===== src/hdl/hlsh_ram.sv =====
// ----------------------------------------------------------------------------
// hlsh_ram : generic single-port-write, one-read RAM
// One write port, one read port with registered read data.
// ----------------------------------------------------------------------------
`default_nettype none
module hlsh_ram #(
  parameter int unsigned WIDTH = 8,
  parameter int unsigned DEPTH = 16
) (
  input  wire logic                     clk,
  input  wire logic                     we,
  input  wire logic [$clog2(DEPTH)-1:0] waddr,
  input  wire logic [WIDTH-1:0]         wdata,
  input  wire logic [$clog2(DEPTH)-1:0] raddr,
  output logic      [WIDTH-1:0]         rdata
);
  logic [WIDTH-1:0] mem [DEPTH];

  always_ff @(posedge clk) begin
    if (we) begin
      mem[waddr] <= wdata;
    end
    rdata <= mem[raddr];
  end
endmodule
`default_nettype wire


===== config.mk =====
export PLATFORM = sky130hd
export DESIGN_NAME = hlsh_ram
export DESIGN_NICKNAME = d
export VERILOG_FILES = /design/src/hdl/hlsh_ram.sv
export SDC_FILE = /design/constraint.sdc
export NUM_CORES = 1
export LEC_CHECK = 0
export BUFFER_PORTS_ARGS = -buffer_cell sky130_fd_sc_hd__buf_2
export CAP_MARGIN = 30
export CORE_MARGIN = 3
export CORE_UTILIZATION = 45
export CTS_CLUSTER_SIZE = 10
export DETAILED_ROUTE_END_ITERATION = 12
export PLACE_DENSITY_LB_ADDON = 0.05
export SLEW_MARGIN = 0
export SYNTH_ARGS = -nofsm -noshare
export SYNTH_HDL_FRONTEND = slang
export SYNTH_SLANG_ARGS = --single-unit

===== constraint.sdc =====
create_clock -name clk -period 2.2 [get_ports clk]
set_input_delay 0.11 -clock clk [delete_from_list [all_inputs] [get_ports clk]]
set_output_delay 0.11 -clock clk [all_outputs]
set_load 0.01 [all_outputs]

==> results summary, run 1 <==
The flow ran to the end, and the final reports show no timing, DRC or antenna violations. The number of cell rows came out at 38. The data arrival time of the critical path came out at 1.66 ns. The total detailed-routing wirelength came out at roughly 9.6 mm.

The maximum buffer depth of the clock tree came out at 2. The worst setup path is captured at a flip-flop. The global-route wire length before repair came out at 15.0 mm. Setup slack on the critical path of the routed design comes to 0.821 ns. The final critical-path required period came out at 1.38 ns. In this run, post-CTS hold repair placed 0 buffers. The largest vdd supply drop is roughly 0.57 mV. The distinct cell type count of the synthesized netlist came out at 19. The final count of pins violating max slew came out at 0. The final setup skew is 0.0126 ns. The endpoint identified for the worst register-to-register timing path is rdata[3]. The startpoint identified for the worst register-to-register timing path is mem[4][3]. The final design utilization is between 50% and 60%. The total power per unit cell area came out at approximately 960 mW/mm^2.

The depth of the CTS H-tree is 4. Overall power consumption after layout is estimated at 5840 uW. Dividing the detail-routed wire length by the instance count gives around 22 um.

The detailed router's first-iteration violation count came out at 84. Counting the buffers created by CTS gives 17. The placed wire-length estimate after detailed placement came out at between 6 and 7 mm. The post-synthesis net count came out at approximately 250. The average cell area after synthesis is roughly 22 sq um. The critical path is of the reg2reg type. The number of optimization iterations in the first detailed-route pass came out at 4. By area the synthesized netlist is led by sky130_fd_sc_hd__edfxtp_1 (75%), sky130_fd_sc_hd__mux4_2 (7.9%), sky130_fd_sc_hd__mux4_1 (7.1%), sky130_fd_sc_hd__dfxtp_1 (3.1%), sky130_fd_sc_hd__a22oi_1 (2.3%). The number of hold-slack violations in the final timing report came out at 0. Before CTS, the worst setup slack after placement is 0.565 ns. The I/O pin count came out at 26.

The leakage power summed over all cells came out at ~0.0021 uW. The y dimension of the die is 113 um. The initial utilization of the core area, before any placement, comes to a little under half. The number of port buffers is 25. The portion of the clock cycle consumed by the worst path in the final layout came out at 62.7%. The worst setup slack for register-to-register paths came out at 0.82 ns. STA classifies the critical path startpoint as a flip-flop. The final antenna diode count is 0.

At the end of routability-driven placement, the weighted congestion stood at 0.697. The final-layout setup total negative slack is 0 ns. The worst hold path belongs to the class in2reg. For the worst setup path, the data required time is 2.49 ns. The die footprint came out at between 0.01 and 0.015 sq mm. Setup violations remaining at the end of the flow were counted as 0. The biggest area contributor in the post-synthesis netlist is sky130_fd_sc_hd__edfxtp_1. TritonCTS built the clock tree. The later-pin clock latency in the skew report is roughly 0.40 ns.

The cell sitting at the root of the clock tree is a sky130_fd_sc_hd__clkbuf_16. The clock slew seen by the registers of the worst setup and hold paths is 0.06 ns. The all-layer global routing usage is 16.5%. In the routed layout, each cell is associated on average with a via count of around 5.4. The number of fillers in the final layout is 860. The cell count after synthesis came out at 229. The post-synthesis cell area is 0.00515 sq mm.

The tree built by TritonCTS fans out to 136 sinks. Across the run, the number of max-cap violations was 0. The number of global-route vias before repair is 2487. For this run, the post-layout net count is 302.

The capture point of the worst path is rdata[3]. The initial antenna violation count is 0. The worst reg-to-reg path cell count came out at 3. The largest net degree at the start of global routing came out at 33. Sequential cells were found to cover 77.8% of the synthesized design area. The maximum fanout count along the critical path came out at 1.

In the routed design, unresolved DRC markers number 0. The area growth from synthesis to layout is 18.5%. In the layout the commonest cells are sky130_fd_sc_hd__edfxtp_1 (128), sky130_fd_sc_hd__buf_2 (25), sky130_fd_sc_hd__buf_4 (20).

The leftover overflow at the end of global routing is 0. The area of the multi-input gates came out at 0.00106 sq mm. The number of instances on the worst hold path is 1. The fraction of final layout cells with drive strength greater than 1 is 32.0%. Derived from the worst setup path, the maximum achievable clock frequency is 0.725 GHz.

The count of nets left with antenna violations once routing finished came out at 0. In this run the post-CTS setup repair buffer count came out at 0. The total of cells resized after clock tree synthesis came out at 0. The vias after detailed routing is 2370. The library cell used most frequently in the layout, excluding fill and tap cells, is sky130_fd_sc_hd__edfxtp_1. Setup repair after global routing left no endpoint under its margin. The synthesis-stage register bit count came out at 136.

The synthesis warning total is 0. Of the post-synthesis cell area, the dominant cell type holds 74.7%. The headroom to the max-slew limit is a little under three fifths. The horizontal extent of the die came out at around 110 um. The storage element area came out at approximately 0.004 sq mm. The transition time of the tightest slew-check pin came out at 0.650 ns. The total core area is 0.0110 sq mm.

The launch point of the worst path is mem[4][3].
==> synth_stat cells <==
master                              n
sky130_fd_sc_hd__nor2_1            13
sky130_fd_sc_hd__clkdlybuf4s25_2    3
sky130_fd_sc_hd__nand3b_1           2
sky130_fd_sc_hd__a22oi_1           16
sky130_fd_sc_hd__and2b_1            1
sky130_fd_sc_hd__nor2b_1            1
sky130_fd_sc_hd__nand2_1            9
sky130_fd_sc_hd__and2_1             1
sky130_fd_sc_hd__mux4_1            14
sky130_fd_sc_hd__dfxtp_1            8
sky130_fd_sc_hd__nand2b_1           2
sky130_fd_sc_hd__mux4_2            18
sky130_fd_sc_hd__nor3_1             4
sky130_fd_sc_hd__buf_2              3
sky130_fd_sc_hd__nand3_1            1
sky130_fd_sc_hd__buf_6              3
sky130_fd_sc_hd__or3b_2             1
sky130_fd_sc_hd__buf_4              1
sky130_fd_sc_hd__edfxtp_1         128
==> per-stage QoR <==
stage | instances | hold WS (ns) | cell area, sq um
floorplan | 229 | 0.209 | 5150
global placement | 405 | 0.505 | 5530
detailed placement | 405 | 0.513 | 5530
CTS | 437 | 0.0779 | 6100
global route | 437 | 0.0919 | 6100
finish | 437 | 0.0832 | 6100
==> area by class of cell <==
| cell class | count | area share (%) |
|---|---|---|
| sequential | 136 | 65.7 |
| multi-input combinational | 83 | 17.3 |
| clock buffer | 19 | 7.10 |
| timing repair buffer | 46 | 4.84 |
| tap | 140 | 2.87 |
| clock inverter | 13 | 2.20 |
==> per-layer routing <==
layer	up-vias	share of wire, %	GRT usage [%]
met5	-	0	0
met4	0	1.1	5.53
met3	11	3.2	4.12
met2	41	50	25.2
met1	1233	46	23.5
li1	1085	-	-
==> registers in the layout, summed over array words and instances (netlist names) <==
| name | flops |
|---|---|
| rdata | 8 |
| mem | 128 |
==> power by group <==
group | internal, uW | total [uW] | switching [uW]
clock | 1660 | 2660 | 1000
combinational | 116 | 271 | 155
sequential | 2900 | 2910 | 16.3
total | 4670 | 5840 | 1170
==> kinds of logic after synthesis <==
| group | after synthesis | share of synthesized area (%) |
|---|---|---|
| flops | 136 | 77.8 |
| buf+inv | 10 | 1.68 |
| mux | 32 | 15.0 |
| compound gates | 16 | 2.33 |
| simple gates | 35 | 3.18 |
==> how the worst min path moves through the flow <==
| stage | startpoint | endpoint | slack [ns] |
|---|---|---|---|
| global placement | wdata[4] | mem[13][4] | 0.51 |
| finish | wdata[4] | mem[3][4] | 0.08 |
| floorplan | wdata[0] | mem[0][0] | 0.21 |
| global route | wdata[5] | mem[13][5] | 0.09 |
| detailed placement | wdata[4] | mem[15][4] | 0.51 |
| CTS | wdata[4] | mem[9][4] | 0.08 |
==> critical path, stage by stage, from the launching register on <==
cell,delay (ns)
sky130_fd_sc_hd__edfxtp_1,0.37
sky130_fd_sc_hd__mux4_1,0.53
sky130_fd_sc_hd__a22oi_1,0.26
sky130_fd_sc_hd__nand2_1,0.09
Power figures use the tool's default switching activity.
==> inputs of run 2 (changes only) <==
==> constraint.sdc (replaced) <==
create_clock -name clk -period 1.3 [get_ports clk]
set_input_delay 0.065 -clock clk [delete_from_list [all_inputs] [get_ports clk]]
set_output_delay 0.065 -clock clk [all_outputs]
set_load 0.01 [all_outputs]
==> run 2 against run 1 <==
Net effect: the run now ends with setup timing left; combinational power rose by 93%; flip-flop and latch count did not move; global-route usage rose by 0.93 points; critical path depth rose by 1; total power rose by 78%; sequential power rose by 69%; fmax rose by 4.7%; critical path type unchanged; largest cell class unchanged; highest routed layer unchanged.
==> results summary, run 2 (same netlist as run 1, synthesis figures left out) <==
The classification of the worst setup path is reg2reg. The total detailed-routing wirelength came out at 10.1 mm (+4.6%). The vias after detailed routing came out at 2497 (+5.4%). The maximum operating frequency came out at 0.759 GHz (+4.7%). The wire length on met1 was 4.47 mm (+0.68%). The number of fillers in the final layout came out at 840 (-2.3%). The remaining routing DRC violations is 0 (unchanged). The final worst slack is -0.0168 ns (-0.838 ns). The total power per unit cell area came out at 1640 mW/mm^2 (+71%). The transition time of the tightest slew-check pin came out at 1.00 ns (+0.350 ns). The all-layer global routing usage came out at 17.4% (+0.93 points). The largest registers in the layout are mem x128, rdata x8.

The final-layout setup total negative slack was -0.0378 ns (-0.0378 ns). The horizontal extent of the die came out at 113 um (unchanged). Leaving out fill and tap cells, the most frequent cell in the layout is sky130_fd_sc_hd__edfxtp_1.

The final number of setup-violating endpoints is 3 (+3). The data arrival time of the critical path came out at 1.61 ns (-0.05 ns). The final antenna diode count is 0 (unchanged). The maximum fanout count along the critical path came to 1 (unchanged).

The routed wirelength normalized by instance count is 22.1 um (+0.43%). The CTS buffer count is 17 (unchanged). The tree is rooted in a sky130_fd_sc_hd__clkbuf_16. The later-pin clock latency in the skew report is 0.41 ns (about the same).

The top cell types in the final layout, fill and taps aside, are sky130_fd_sc_hd__edfxtp_1 (128), sky130_fd_sc_hd__buf_4 (35), sky130_fd_sc_hd__buf_2 (25). The total core area came to 0.0110 sq mm (unchanged). The met2 wire length came to 5.03 mm (+5.3%).

The worst hold path class is in2reg. Relative to the synthesized area, the layout overhead comes to 23.3%. The top register by number of flip-flops is mem.

The number of flip-flops in the largest register is 128 (unchanged). The number of optimization iterations in the first detailed-route pass came out at 4 (unchanged). The final setup skew came out at 0.00656 ns (-0.00604 ns). TritonCTS built the clock tree. The leakage power summed over all cells is 0.00220 uW (+6.1%). The final count of pins violating max slew is 0 (unchanged).

Setup repair after global routing could not meet its margin everywhere. The fraction of final layout cells with drive strength greater than 1 came out at 38.1% (+6.1 points). The number of hold-slack violations in the final timing report came out at 0 (unchanged). The final critical-path required period came out at 1.32 ns (-0.0623 ns). The flow ran to the end, but the final reports show violations. The global-route wire length before repair came out at 15.7 mm (+4.7%). The critical-path cell with the highest stage delay is sky130_fd_sc_hd__mux4_2. The data required time of the worst path came out at 1.59 ns (-0.90 ns).

The number of port buffers came out at 25 (unchanged). The placed wire-length estimate after detailed placement came out at 6.70 mm (+9.1%). The depth of the CTS H-tree is 4 (unchanged). The die footprint is 0.0128 sq mm (unchanged). The area of the multi-input gates is 0.00107 sq mm (+1.7%). The portion of the clock cycle consumed by the worst path in the final layout is 101% (+39 points). The I/O pin count came out at 26 (unchanged). The leftover overflow at the end of global routing came out at 0 (unchanged). The CTS sink count was 136 (unchanged). The initial antenna violation count came out at 0 (unchanged). The category of cells accounting for the largest share of critical-path delay is multiplexers.

The largest net degree at the start of global routing is 17 (-48%). The detailed-routed wire length on met3 is 441 um (+45%). The worst path buffer plus inverter count is 1 (+1). The remaining number of nets flagged by the antenna check after routing came out at 0 (unchanged).

The worst setup path is captured at a flip-flop. The worst reg-to-reg path cell count came out at 4 (+1). The number of instances on the worst hold path is 1 (unchanged). The detailed router's first-iteration violation count is 171 (+100%). The starting density of the core came out at 46.7% (unchanged). The clock slew seen by the registers of the worst setup and hold paths was 0.06 ns (about the same). Walking the worst path, the cells encountered are mux4_2, a22oi_2, buf_4, nand2_2. The headroom to the max-slew limit came out at 33.1% (-23 points).

The highest metal layer with signal wires is met4. The maximum buffer depth of the clock tree is 2 (unchanged). The storage element area came out at 0.00400 sq mm (unchanged). The final design utilization came to 57.5% (+2.2 points). The number of nets at the end of the flow is 320 (+6.0%). The y dimension of the die came out at 113 um (unchanged). STA classifies the critical path startpoint as a flip-flop. The final estimated routing congestion in global placement came to 0.731 (+4.8%). The checks that failed: setup timing. The per-cell via count in the routed design came to 5.49 (+1.2%).

The number of cell rows is 38 (unchanged). The largest stage delay on the critical path is 0.47 ns (-0.06 ns). The total number of cells along the worst setup path is 4 (+1). The hold slack is 0.0407 ns (-0.0425 ns). The largest vdd supply drop was 0.799 mV (+40%). The worst slack at placement is -0.212 ns (-0.777 ns). The number of global-route vias before repair is 2633 (+5.9%). The total of max-cap violations is 0 (unchanged).

The cts-stage hold buffer count is 0 (unchanged).
## run 2: changes by cell type in the layout (fill, tap and decap cells not counted), sizes merged
cell      delta
clkbuf       +5
clkinvlp     -4
clkinv       -3
bufinv       +2
buf         +18
## run 2: per-layer routing
metal,up-vias,GRT usage [%]
li1,1117,-
met1,1308,23.6
met2,58,27.5
met3,14,5.08
met4,0,5.61
met5,-,0
## run 2: area by class of cell
cell class,instances,share of cell area (%)
multi-input cells,83,16.9
flip-flops and latches,136,63.1
well taps,140,2.76
repair buffers,64,7.37
clock inverters,8,2.25
clock buffers,24,7.59
## run 2: repair_timing
item | CTS | global route
hold endpoints to repair | 0 | 0
pin swaps | 1 | 3
resized for setup | 6 | 4
setup endpoints to repair | 6 | 8
buffers inserted | 0 | 0
## run 2: final timing paths
kind / startpoint / end / slack (ns)
hold / removal: wdata[5] / mem[15][5] / 0.04
hold reg to reg: mem[15][0] / rdata[0] / 0.67
setup reg to reg: mem[8][6] / rdata[6] / -0.02
setup / recovery: mem[8][6] / rdata[6] / -0.02
## run 2: report_power, final
| group | internal, uW | switching, uW |
|---|---|---|
| combinational | 242 | 281 |
| sequential | 4910 | 24.5 |
| clock | 3350 | 1610 |
## run 2: per-stage QoR
step / area (sq um) / instances / power, uW
floorplan: 5150 / 229 / 5280
global placement: 5710 / 423 / 5530
detailed placement: 5710 / 423 / 5540
CTS: 6340 / 455 / 10500
global route: 6350 / 455 / 10800
finish: 6350 / 455 / 10400
==> inputs of run 3 (changes only) <==
==> constraint.sdc (replaced) <==
create_clock -name clk -period 1.3 [get_ports clk]
set_input_delay 0.39 -clock clk [delete_from_list [all_inputs] [get_ports clk]]
set_output_delay 0.39 -clock clk [all_outputs]
set_load 0.01 [all_outputs]
==> run 3 against run 2 <==
Net effect: the flow now finishes without violations; register-to-register slack better by 0.04 ns; final area is 4.4% higher; count of clock-buffer cells in the layout is 5 lower; die area stayed put; sequential power hardly changed; hold slack better by 0.32 ns; core utilization is 2.5 points higher; clock power hardly changed; critical path depth is 2 higher; global-route usage is 0.13 points lower; cell count is 0.22% lower; total power is 0.96% higher; critical path type is now in2reg.
==> results summary, run 3 (same netlist as run 1, synthesis figures left out) <==
The total core area is 0.0110 sq mm (unchanged). The largest net degree at the start of global routing is 20 (+3). The final-layout setup total negative slack came to 0 ns (+0.0378 ns). The number of hold-slack violations in the final timing report is 0 (unchanged).

The post-route non-filler standard cell count came out at 454 (-0.22%). The y dimension of the die came out at 113 um (unchanged). The per-cell via count in the routed design is 5.50 (+0.14%). The total of max-cap violations is 0 (unchanged). The final estimated routing congestion in global placement came to 0.695 (-4.9%).

The data required time of the worst path came out at 1.60 ns (about the same). The die footprint is 0.0128 sq mm (unchanged). The total power per unit cell area came to 1590 mW/mm^2 (-3.3%). The portion of the clock cycle consumed by the worst path in the final layout is 99.9% (-1.4 points).

The critical path is of the in2reg type. The total detailed-routing wirelength was 10.2 mm (+1.4%). The final count of pins violating max slew is 0 (unchanged). The horizontal extent of the die came out at 113 um (unchanged). The number of optimization iterations in the first detailed-route pass came out at 4 (unchanged). The placed wire-length estimate after detailed placement came to 6.23 mm (-7.1%). The maximum operating frequency came to 0.770 GHz (+1.4%).

The headroom to the max-slew limit is 32.8% (-0.29 points). The data arrival time of the critical path is 1.59 ns (-0.02 ns). The remaining number of nets flagged by the antenna check after routing came to 0 (unchanged). The endpoint with the worst hold slack is mem[14][6].

The detailed router's first-iteration violation count is 173 (+1.2%). The register with the most flip-flops in the final layout is mem. The clock slew seen by the registers of the worst setup and hold paths was 0.06 ns (about the same).

The flow ran to the end, and the final reports show no timing, DRC or antenna violations. The initial antenna violation count came out at 0 (unchanged). In the layout the commonest cells are sky130_fd_sc_hd__edfxtp_1 (128), sky130_fd_sc_hd__mux4_2 (31), sky130_fd_sc_hd__buf_2 (23).

The maximum buffer depth of the clock tree was 2 (unchanged). The depth of the CTS H-tree came to 4 (unchanged). The number of global-route vias before repair is 2658 (+0.95%). The CTS sink count is 136 (unchanged). The final design utilization came out at 60.1% (+2.5 points). The number of nets at the end of the flow is 319 (-0.31%).

The largest vdd supply drop came to 0.827 mV (+3.4%). The min-delay analysis places its worst path in the category in2reg. The routed wirelength normalized by instance count is 22.5 um (+1.6%). The global-route wire length before repair came to 15.5 mm (-1.3%). The worst setup slack for register-to-register paths came to 0.02 ns (+0.04 ns). The maximum fanout count along the critical path came out at 8 (+7). The fraction of final layout cells with drive strength greater than 1 is 49.7% (+12 points). The cell sitting at the root of the clock tree is a sky130_fd_sc_hd__clkbuf_16. The startpoint identified for the worst register-to-register timing path is mem[11][0].

The largest registers in the layout are mem x128, rdata x8. The number of instances on the worst hold path is 1 (unchanged). The number of cell rows is 38 (unchanged). The library cell used most frequently in the layout, excluding fill and tap cells, is sky130_fd_sc_hd__edfxtp_1. The later-pin clock latency in the skew report is 0.41 ns (about the same). The final setup skew came out at 0.00662 ns (+0.0000597 ns).

The leakage power summed over all cells came to 0.00222 uW (+1.3%). The vias after detailed routing is 2495 (-0.080%). The final antenna diode count came out at 0 (unchanged). The cell count after placement is 415 (-1.9%). The worst reg-to-reg path cell count is 3 (-1). The final number of setup-violating endpoints came out at 0 (-3). TritonCTS built the clock tree.

The endpoint kind of the worst setup timing path is a flip-flop. The number of port buffers came out at 25 (unchanged). In this run the most critical hold path is launched from wdata[6]. The starting density of the core is 46.7% (unchanged).

The CTS buffer count came out at 17 (unchanged). The I/O pin count is 26 (unchanged). The remaining routing DRC violations was 0 (unchanged). The final critical-path required period is 1.30 ns (-0.0183 ns).

The transition time of the tightest slew-check pin came out at 1.00 ns (+0.00433 ns). The all-layer global routing usage is 17.3% (-0.13 points). The area growth from synthesis to layout is 28.7%.

Setup repair after global routing could not meet its margin everywhere. The leftover overflow at the end of global routing is 0 (unchanged). STA classifies the critical path startpoint as an input port. The number of flip-flops in the largest register came out at 128 (unchanged). In this run the critical register-to-register path is captured at rdata[0].
## run 3: changes by cell type in the layout (fill, tap and decap cells not counted), sizes merged
cell / before / now
clkinv: 2 / 7
clkbuf: 24 / 20
buf: 64 / 62
## run 3: worst max-delay path by stage
| stage | depth (start not counted) | to | slack (ns) | from |
|---|---|---|---|---|
| finish | 6 | rdata[5] | 0.001 | raddr[0] |
| global placement | 5 | rdata[0] | -0.53 | raddr[0] |
| global route | 3 | rdata[3] | -0.03 | mem[11][3] |
| detailed placement | 5 | rdata[3] | -0.51 | raddr[0] |
| floorplan | 2 | mem[0][0] | -0.19 | waddr[2] |
| CTS | 5 | rdata[3] | 0.00007 | raddr[0] |
## run 3: worst max-delay path, stage by stage
cell,delay (ns)
sky130_fd_sc_hd__buf_4,0.15
sky130_fd_sc_hd__buf_12,0.15
sky130_fd_sc_hd__buf_12,0.14
sky130_fd_sc_hd__mux4_2,0.52
sky130_fd_sc_hd__a22oi_2,0.18
sky130_fd_sc_hd__nand2_1,0.06
## run 3: per-layer routing
metal	up-vias	routed length [um]	GRT usage, %
li1	1107	-	-
met1	1323	4570	23.3
met2	59	5120	26.9
met3	6	428	4.87
met4	0	85	6.97
met5	-	0	0
## run 3: per-stage QoR
stage	cell area [sq um]	hold WS (ns)	setup WS [ns]	total power [uW]
floorplan	5220	0.489	-0.193	5310
global placement	5850	0.663	-0.531	5580
detailed placement	5850	0.669	-0.510	5580
CTS	6500	0.351	0.0000732	10500
global route	6630	0.362	-0.0298	10900
finish	6630	0.359	0.00147	10500
## run 3: cell type report
cell class                      count  area (sq um)
Fill cell                         802          4400
Clock inverter                     13           178
Multi-Input combinational cell     83          1150
Tap cell                          140           175
Timing Repair Buffer               63           674
Clock buffer                       19           443
Sequential cell                   136          4010
## run 3: repair_timing
item	4_1_cts	5_1_grt
gates cloned	0	1
hold buffers	0	0
endpoints found under the setup margin	5	7
resized for setup	6	14
endpoints found under the hold margin	0	0
setup buffers	0	6
pin swaps	0	1
## run 3: power by group
group	internal, uW	switching [uW]	total [uW]
sequential	4910	31.7	4940
combinational	292	312	604
clock	3240	1720	4970
total	8440	2070	10500
